## src/rtl/upq_pkg.sv

```systemverilog
// Shared types and constants of the unsorted-array min-priority queue.
package upq_pkg;

    localparam int ID_W   = 32;
    localparam int PRIO_W = 16;
    localparam int SEQ_W  = 32;
    localparam int CMP_W  = 32;
    localparam int OCC_W  = 7;

    typedef enum logic [1:0] {
        ACT_INSERT  = 2'd0,
        ACT_PEEK    = 2'd1,
        ACT_EXTRACT = 2'd2,
        ACT_CLEAR   = 2'd3
    } t_action;

    typedef enum logic [1:0] {
        ST_OK        = 2'd0,
        ST_FULL      = 2'd1,
        ST_EMPTY     = 2'd2,
        ST_EXHAUSTED = 2'd3
    } t_status;

    typedef enum logic [1:0] {
        S_IDLE,
        S_SCAN,
        S_RESP
    } t_state;

    typedef struct packed {
        t_status           status;
        logic [ID_W-1:0]   id;
        logic [PRIO_W-1:0] prio;
        logic [SEQ_W-1:0]  seq;
        logic [CMP_W-1:0]  cmp;
        logic [OCC_W-1:0]  occ;
    } t_result;

endpackage

```

## src/rtl/upq_ctrl.sv

```systemverilog
// Queue sequencer: insert, linear minimum scan, hole fill and counters.
module upq_ctrl #(
    parameter int CAPACITY = 64,
    parameter int PW       = 16,
    parameter int SW       = 32,
    parameter int AW       = 6,
    parameter int RW       = 80
) (
    input  logic                          i_clk,
    input  logic                          i_rst_n,
    input  logic                          i_valid,
    output logic                          o_ready,
    input  upq_pkg::t_action              i_action,
    input  logic [upq_pkg::ID_W-1:0]      i_id,
    input  logic [upq_pkg::PRIO_W-1:0]    i_prio,
    output logic                          o_res_valid,
    input  logic                          i_res_ready,
    output upq_pkg::t_result              o_res,
    output logic                          o_ram_we,
    output logic [AW-1:0]                 o_ram_waddr,
    output logic [RW-1:0]                 o_ram_wdata,
    output logic                          o_ram_re,
    output logic [AW-1:0]                 o_ram_raddr,
    input  logic [RW-1:0]                 i_ram_rdata
);
    import upq_pkg::*;

    localparam int CW = $clog2(CAPACITY + 1);

    t_state          r_state, n_state;
    logic [CW-1:0]   r_count, n_count;
    logic [SW-1:0]   r_arrival, n_arrival;
    logic [CMP_W-1:0] r_total, n_total;
    logic            r_extract, n_extract;
    t_status         r_status, n_status;
    logic [AW-1:0]   r_didx, n_didx;
    logic [AW-1:0]   r_best_idx, n_best_idx;
    logic [ID_W-1:0] r_best_id, n_best_id;
    logic [PW-1:0]   r_best_prio, n_best_prio;
    logic [SW-1:0]   r_best_seq, n_best_seq;

    logic [ID_W-1:0] w_d_id;
    logic [PW-1:0]   w_d_prio;
    logic [SW-1:0]   w_d_seq;
    logic [CW-1:0]   w_last;
    logic            w_take;
    logic            w_scan_end;
    logic [AW-1:0]   w_fin_idx;
    logic [CMP_W:0]  w_sum;
    logic            w_full;
    logic            w_exhausted;
    logic [PW+PRIO_W-1:0] w_prio_ext;
    logic [SW+SEQ_W-1:0]  w_seq_ext;
    logic [CW+OCC_W-1:0]  w_occ_ext;

    // record layout, lowest bits first: sequence, priority, id
    assign w_d_seq  = i_ram_rdata[SW-1:0];
    assign w_d_prio = i_ram_rdata[SW+PW-1:SW];
    assign w_d_id   = i_ram_rdata[RW-1:SW+PW];

    assign w_last      = r_count - CW'(1);
    assign w_scan_end  = (CW'(r_didx) == w_last);
    assign w_take      = (r_didx == '0) || (w_d_prio < r_best_prio) ||
                         ((w_d_prio == r_best_prio) && (w_d_seq < r_best_seq));
    assign w_fin_idx   = w_take ? r_didx : r_best_idx;
    assign w_sum       = {1'b0, r_total} + (CMP_W+1)'(w_last);
    assign w_full      = (r_count == CW'(CAPACITY));
    assign w_exhausted = (r_arrival == '1);

    always_ff @(posedge i_clk) begin
        if (!i_rst_n) begin
            r_state   <= S_IDLE;
            r_count   <= '0;
            r_arrival <= '0;
            r_total   <= '0;
        end else begin
            r_state   <= n_state;
            r_count   <= n_count;
            r_arrival <= n_arrival;
            r_total   <= n_total;
        end
    end

    always_ff @(posedge i_clk) begin
        r_extract   <= n_extract;
        r_status    <= n_status;
        r_didx      <= n_didx;
        r_best_idx  <= n_best_idx;
        r_best_id   <= n_best_id;
        r_best_prio <= n_best_prio;
        r_best_seq  <= n_best_seq;
    end

    always_comb begin
        n_state     = r_state;
        n_count     = r_count;
        n_arrival   = r_arrival;
        n_total     = r_total;
        n_extract   = r_extract;
        n_status    = r_status;
        n_didx      = r_didx;
        n_best_idx  = r_best_idx;
        n_best_id   = r_best_id;
        n_best_prio = r_best_prio;
        n_best_seq  = r_best_seq;
        o_ready     = 1'b0;
        o_res_valid = 1'b0;
        o_ram_we    = 1'b0;
        o_ram_waddr = r_count[AW-1:0];
        o_ram_wdata = {i_id, i_prio[PW-1:0], r_arrival};
        o_ram_re    = 1'b0;
        o_ram_raddr = '0;
        case (r_state)
            S_IDLE: begin
                o_ready = 1'b1;
                if (i_valid) begin
                    n_didx      = '0;
                    n_best_idx  = '0;
                    n_best_id   = '0;
                    n_best_prio = '0;
                    n_best_seq  = '0;
                    n_status    = ST_OK;
                    n_state     = S_RESP;
                    case (i_action)
                        ACT_INSERT: begin
                            if (w_full) begin
                                n_status = ST_FULL;
                            end else if (w_exhausted) begin
                                n_status = ST_EXHAUSTED;
                            end else begin
                                o_ram_we  = 1'b1;
                                n_count   = r_count + CW'(1);
                                n_arrival = r_arrival + SW'(1);
                            end
                        end
                        ACT_PEEK, ACT_EXTRACT: begin
                            if (r_count == '0) begin
                                n_status = ST_EMPTY;
                            end else begin
                                // entry 0 is fetched now; the count is charged up front
                                o_ram_re  = 1'b1;
                                n_extract = (i_action == ACT_EXTRACT);
                                n_total   = w_sum[CMP_W] ? '1 : w_sum[CMP_W-1:0];
                                n_state   = S_SCAN;
                            end
                        end
                        ACT_CLEAR: begin
                            n_total = '0;
                        end
                        default: begin
                            n_total = r_total;
                        end
                    endcase
                end
            end
            S_SCAN: begin
                // data on the read port belongs to entry r_didx
                o_ram_re    = 1'b1;
                o_ram_raddr = r_didx + AW'(1);
                n_didx      = r_didx + AW'(1);
                if (w_take) begin
                    n_best_idx  = r_didx;
                    n_best_id   = w_d_id;
                    n_best_prio = w_d_prio;
                    n_best_seq  = w_d_seq;
                end
                if (w_scan_end) begin
                    n_state = S_RESP;
                    if (r_extract) begin
                        // last entry is on the read port: move it into the hole
                        o_ram_we    = (w_fin_idx != r_didx);
                        o_ram_waddr = w_fin_idx;
                        o_ram_wdata = i_ram_rdata;
                        n_count     = w_last;
                        if (w_last == '0) begin
                            n_arrival = '0;
                        end
                    end
                end
            end
            S_RESP: begin
                o_res_valid = 1'b1;
                if (i_res_ready) begin
                    n_state = S_IDLE;
                end
            end
            default: begin
                n_state = S_IDLE;
            end
        endcase
    end

    assign w_prio_ext   = {{PRIO_W{1'b0}}, r_best_prio};
    assign w_seq_ext    = {{SEQ_W{1'b0}}, r_best_seq};
    assign w_occ_ext    = {{OCC_W{1'b0}}, r_count};
    assign o_res.status = r_status;
    assign o_res.id     = r_best_id;
    assign o_res.prio   = w_prio_ext[PRIO_W-1:0];
    assign o_res.seq    = w_seq_ext[SEQ_W-1:0];
    assign o_res.cmp    = r_total;
    assign o_res.occ    = w_occ_ext[OCC_W-1:0];

    a_arrival_idle: assert property (@(posedge i_clk) disable iff (!i_rst_n)
        (r_count == '0) |-> (r_arrival == '0))
        else $error("arrival counter not restarted with queue empty");

    a_insert_grows: assert property (@(posedge i_clk) disable iff (!i_rst_n)
        (r_state == S_IDLE && i_valid && i_action == ACT_INSERT && !w_full && !w_exhausted)
        |=> (r_count == $past(r_count) + CW'(1)))
        else $error("successful insert did not grow the queue");

    a_scan_count: assert property (@(posedge i_clk) disable iff (!i_rst_n)
        (r_state == S_SCAN) |=> (r_count == $past(r_count)) ||
                                (r_count == $past(r_count) - CW'(1)))
        else $error("scan changed occupancy by more than one");

    a_write_phase: assert property (@(posedge i_clk) disable iff (!i_rst_n)
        o_ram_we |-> ((r_state == S_IDLE && i_valid) || r_state == S_SCAN))
        else $error("entry write outside insert or hole fill");

    a_one_side: assert property (@(posedge i_clk) disable iff (!i_rst_n)
        !(o_ready && o_res_valid))
        else $error("new item taken while a result is pending");

endmodule

```

## config.mk

```make
export PLATFORM = sky130hd
export DESIGN_NAME = upq_ctrl
export DESIGN_NICKNAME = d
export VERILOG_FILES = /design/src/rtl/upq_pkg.sv /design/src/rtl/upq_ctrl.sv
export SDC_FILE = /design/constraint.sdc
export NUM_CORES = 1
export LEC_CHECK = 0
export BUFFER_PORTS_ARGS = -buffer_cell sky130_fd_sc_hd__clkbuf_2
export CAP_MARGIN = 10
export CORE_UTILIZATION = 23
export CTS_BUF_LIST = sky130_fd_sc_hd__clkbuf_8 sky130_fd_sc_hd__clkbuf_16
export CTS_CLUSTER_DIAMETER = 60
export CTS_CLUSTER_SIZE = 12
export DETAILED_ROUTE_END_ITERATION = 10
export SLEW_MARGIN = 10
export SYNTH_ARGS = -nofsm -noshare
export SYNTH_HDL_FRONTEND = slang
export SYNTH_SLANG_ARGS = --single-unit
```

## constraint.sdc

```tcl
create_clock -name i_clk -period 8.15 [get_ports i_clk]
set_clock_uncertainty 0.2 [all_clocks]
set_input_delay 1.2225 -clock i_clk [delete_from_list [all_inputs] [get_ports i_clk]]
set_output_delay 1.2225 -clock i_clk [all_outputs]
set_load 0.005 [all_outputs]
```

[After elaboration in Yosys (flattened, before gate mapping)]
Cells that the tools add are included.
Storage, ports and cells
  register bits after elaboration: 168
  bits of input ports: 134
  output and inout port bits: 217
Operators by class
  add/sub/neg operators: 5
  order comparisons: 2
  equality and inequality tests: 20
  muxes and demuxes: 60
  bitwise operators: 1
  reductions and logical operators: 19
Operators by type and width (number)
  2-to-1 mux 32 bit: 12
  case mux 32 bit (2 select lines): 4
  2-to-1 mux 80 bit: 3
  2-to-1 mux 7 bit: 6
  2-to-1 mux 6 bit: 6
  adder 32 x 7 -> 33 bit: 1
  adder 32 x 1 -> 32 bit (second input constant): 1
  == test 32 bit (second input constant): 1
  < comparator 32 bit: 1
  2-to-1 mux 16 bit: 2
  case mux 16 bit (2 select lines): 1
  case mux 6 bit (2 select lines): 2
  inequality test 2 bit (second input constant): 9
  == test 16 bit: 1
  < comparator 16 bit: 1
  2-to-1 mux 2 bit: 8
  logical NOT 7 bit: 2
  case mux 7 bit (2 select lines): 1
  2-to-1 mux 1 bit: 11
  AND reduction 4 bit: 2
  AND reduction 8 bit: 1
  adder 7 x 1 -> 7 bit (second input constant): 1
  == test 6 x 7 -> 1 bit: 1
  == test 7 bit (second input constant): 1
  other kinds (19): 28

[Logic depth before layout (Yosys ltp)]
  depth in word-level cells: 8
  depth in mapped cells: 16
  gate-level depth less buffers: 12

[Worst setup path after synthesis]
OpenSTA, ideal clock, no wires.
  path type: input -> register
  start: input i_ram_rdata[33]
  end: register r_best_id[0] (enable)
  setup time: 437 ps
  arrival time: 4124 ps
  data required time: 7513 ps
  path slack: 3389 ps
  stages on the path: 9
  path buffers: 1
  cell sequence: ha_1 > nor2b_1 > o211a_1 > o21ai_0 > nand4b_1 > and2_1 > clkbuf_1 > nand2_1 > a21o_1
Between the ends
  cells in the longest elaborated chain, start to end: 5
  elaborated cells between the ends (all ways): 7
Ends and longest elaborated chain
  start, declared: RTL line upq_ctrl.sv:24  | input logic [RW-1:0] i_ram_rdata
  < comparator 16 bit or == test 16 bit (tied branches): RTL line upq_ctrl.sv:63, upq_ctrl.sv:64
  logical OR 1 bit or logical AND 1 bit (tied branches): RTL line upq_ctrl.sv:63, upq_ctrl.sv:64
  logical OR 1 bit (*): RTL line upq_ctrl.sv:63  | assign w_take = (r_didx == '0) || (w_d_prio < r_best_prio) ||
  inequality test 2 bit (no source line) (*)
  AND reduction 3 bit (no source line) (*)
  end signal, assigned: RTL line upq_ctrl.sv:89  | r_best_id <= n_best_id;
  end, declared: RTL line upq_ctrl.sv:38  | logic [ID_W-1:0] r_best_id, n_best_id;
Mark *: on every way between the ends. The rest lies on a longest branch, timed or not.
A chain may end at the register's enable or synchronous reset.

[Worst setup path in the final report]
  start: register r_count[0]
  end: output o_ram_wdata[30]
Between the ends
  cells in the longest elaborated chain, start to end: 4
Ends and longest elaborated chain
  start, declared: RTL line upq_ctrl.sv:31  | logic [CW-1:0] r_count, n_count;
  start signal, assigned: RTL line upq_ctrl.sv:78  | r_count <= n_count;
  subtractor 7 x 1 -> 7 bit: RTL line upq_ctrl.sv:61  | assign w_last = r_count - CW'(1);
  == test 6 x 7 -> 1 bit: RTL line upq_ctrl.sv:62  | assign w_scan_end = (CW'(r_didx) == w_last);
  2-to-1 mux 80 bit: RTL line upq_ctrl.sv:167  | if (w_scan_end) begin
  2-to-1 mux 80 bit: RTL line upq_ctrl.sv:113  | case (r_state)
  end, declared: RTL line upq_ctrl.sv:21  | output logic [RW-1:0] o_ram_wdata,
No other way between the ends.

==> impl_metrics.ini <==
[run]
drv_cap = 0

[finish]
final_layout_size_suffix_gt1_share_pct = 33.5
final_nets = 1636
ff_latch_area_um2 = 4310
final_cells = 2051
fill_cells = 4782
multi_input_area_um2 = 5720
area_growth_pct = 27.5

[grt]
grt.overflow.total = 0
antenna_found_initial = 5
gr-usage-all-layers_pct = 15.8
grt_pass1_wl_mm = 55.0
grt_max_degree = 92
grt_pass1_vias = 9371

[sta]
fin_crit_sh_pct = 65.8
fmax_mhz = 187
fin_crit_ns = 5.36
final-hold-violation-count = 0
slew_viol_final = 0
fin_tns_setup_ns = 0
rsz0062_at_grt = no
slew_headroom_pct = 21.5
hold_ws_ns = 0.276
setup_viol = 0
tightestPinTransition_ns = 1.18

[synthesis]
yosys_register_bits = 168
synth_top_area_share_pct = 27.0
synthArstFlopShare_pct = 0
netlist-cell-type-count = 74
yosys.area.top_type = edfxtp_1
ys_top_cells_by_area = edfxtp_1 27%, dfxtp_1 14%, mux2_2 7.9%
synth_top_flop_cell = edfxtp_1
syn_area_um2 = 10600
yosysSeqAreaShare_pct = 40.8
synth_edf_count = 95
synthCells = 1119
syn_nets = 1319
synth.avg_cell_area_um2 = 9.44
synth_warnings = 0

[clocking]
ctsHoldBuffers = 0
htreeDepth = 4
cts.sinks = 168
cts-root-buf = clkbuf_16
worstSkewPairLatency_ns = 0.49
cts_setup_buffers = 0
clk_pin_slew_ns = 0.07
cts_repair_resize_count = 0
cts_tree = done
clockBufferDepth = 2
numCtsBuffers = 17

[setup_path]
crit_arrival_ns = 3.94
endpoint_kind = output pin
slowest_delay_ns = 0.93
r2r_setup_slack_ns = 3.97
worstPathMaxFanout = 81
crit_path_start_kind = flip-flop
crit_family = simple AND/OR/NAND/NOR gates
critPathBufInv = 2
crit_chain = inv_1, ha_1, xnor2_1, nor3_2, nand4_1, or4_4, mux2_2, clkbuf_2
worstSetupPathType = reg2out
slowest_stage = or4_4
required_ns = 6.73

[power]
power.internal_mw = 1.61
power_frac_seq_pct = 43.1
p_leak_nw = 5.77
switchingPower_mw = 0.819
power_frac_comb_pct = 22.3
pwr-share-clk_pct = 34.7
design_power_total_mw = 2.43
p_sw_share_pct = 33.7
power_density_nw_per_um2 = 180
peakVddDrop_mv = 0.109

[placement]
place_congestion = 0.920
dpl.hpwl_mm = 28.6
place_inst = 2017
port_buffers = 350

[detailed_routing]
viasPerCell = 4.85
first_pass_iters = 5
totalWireLength_mm = 37.5
vias = 9949
ant_nets = 0
wl_per_cell_um = 18.3
drc_errors = 0
first_iter_violations = 528

[status]
status = completed

[die]
io_pins = 351
row_count = 78
dieArea_um2 = 46800
die_h_um = 216
die_w_um = 216
fp.coreArea_um2 = 45400
initial_core_util_pct = 23.3

[min_path]
hp-class = reg2reg
[synthesized netlist by cell type (16+ instances only)]
cell type	n
and2_1	88
mux2_2	74
nand3_1	48
nand4_1	34
or3_1	23
or4_1	16
dfxtp_1	73
nor3_1	16
ha_1	65
nor2_1	45
edfxtp_1	95
o21ai_0	54
clkbuf_1	40
inv_1	71
nand2_1	89
a21oi_1	86
[layer usage]
layer	up-vias	GRT usage [%]	wire [um]	part of all wire [%]
li1	4720	-	-	-
met1	4802	16.8	14400	38
met2	356	26.6	18100	48
met3	69	5.00	2660	7.1
met4	2	10.8	2280	6.1
met5	-	0	13	0.035
[cells in the final DEF (no fill, tap or decap), types with 34 or more instances in the layout]
master	Yosys	routed
clkbuf_2	1	350
edfxtp_1	95	95
nand2_1	89	89
and2_1	88	88
a21oi_1	86	86
mux2_2	74	74
dfxtp_1	73	73
inv_1	71	71
ha_1	65	65
o21ai_0	54	54
nand3_1	48	48
nor2_1	45	45
nand4_1	34	34
[power by group through the flow]
stage | combinational (mW) | sequential, mW | clock [mW]
2_1_floorplan | 0.323 | 1.04 | 0
3_3_place_gp | 0.533 | 1.07 | 0
3_5_place_dp | 0.542 | 1.07 | 0
4_1_cts | 0.546 | 1.05 | 0.873
5_1_grt | 0.602 | 1.05 | 0.903
6_report | 0.541 | 1.05 | 0.843
[final cells by class]
class	instances	area share, %
Timing Repair Buffer	359	13.5
Clock inverter	15	1.24
Clock buffer	17	3.16
Tap cell	600	5.57
Antenna cell	2	0.0371
Multi-Input combinational cell	818	42.5
Inverter	72	2.01
Sequential cell	168	32.0
[worst paths after layout]
check | start | endpoint | cells after the start
max | r_count[0] | o_ram_wdata[30] | 8
min | r_total[0] | r_total[0] | 2
max reg2reg | r_count[0] | r_total[21] | 11
min reg2reg | r_total[0] | r_total[0] | 2
[through the flow]
step	worst slack (ns)	area [um^2]	util, %
6_report	2.79	13500	29.7
5_1_grt	2.62	13500	29.7
4_1_cts	2.71	13500	29.7
3_5_place_dp	2.85	12900	28.4
3_3_place_gp	2.92	12900	28.4
2_1_floorplan	3.39	10600	-
[worst min-delay path, cell delays in order (launching register included)]
cell and delay, ns:
dfxtp_1 0.32, nand2_1 0.06, a21oi_1 0.05
[state kept, by name, summed over array words and instances (netlist names)]
name	flops
r_extract	1
r_arrival	32
r_best_prio	16
r_state	2
r_didx	6
r_best_id	32
r_best_seq	32
r_status	2
r_count	7
r_best_idx	6
r_total	32
[logic make-up (layout without fill, tap and decap cells)]
kind of cell	after synthesis	count (layout)	synth area share, %
xor+xnor	26	26	2.64
mux	81	81	8.55
other cells	0	2	0
buf+inv	133	463	5.18
simple gates	421	421	21.8
flops	168	168	40.8
compound gates	224	224	13.1
fa+ha+maj	66	66	7.89
Note: power is estimated with default switching activity, not from simulation.
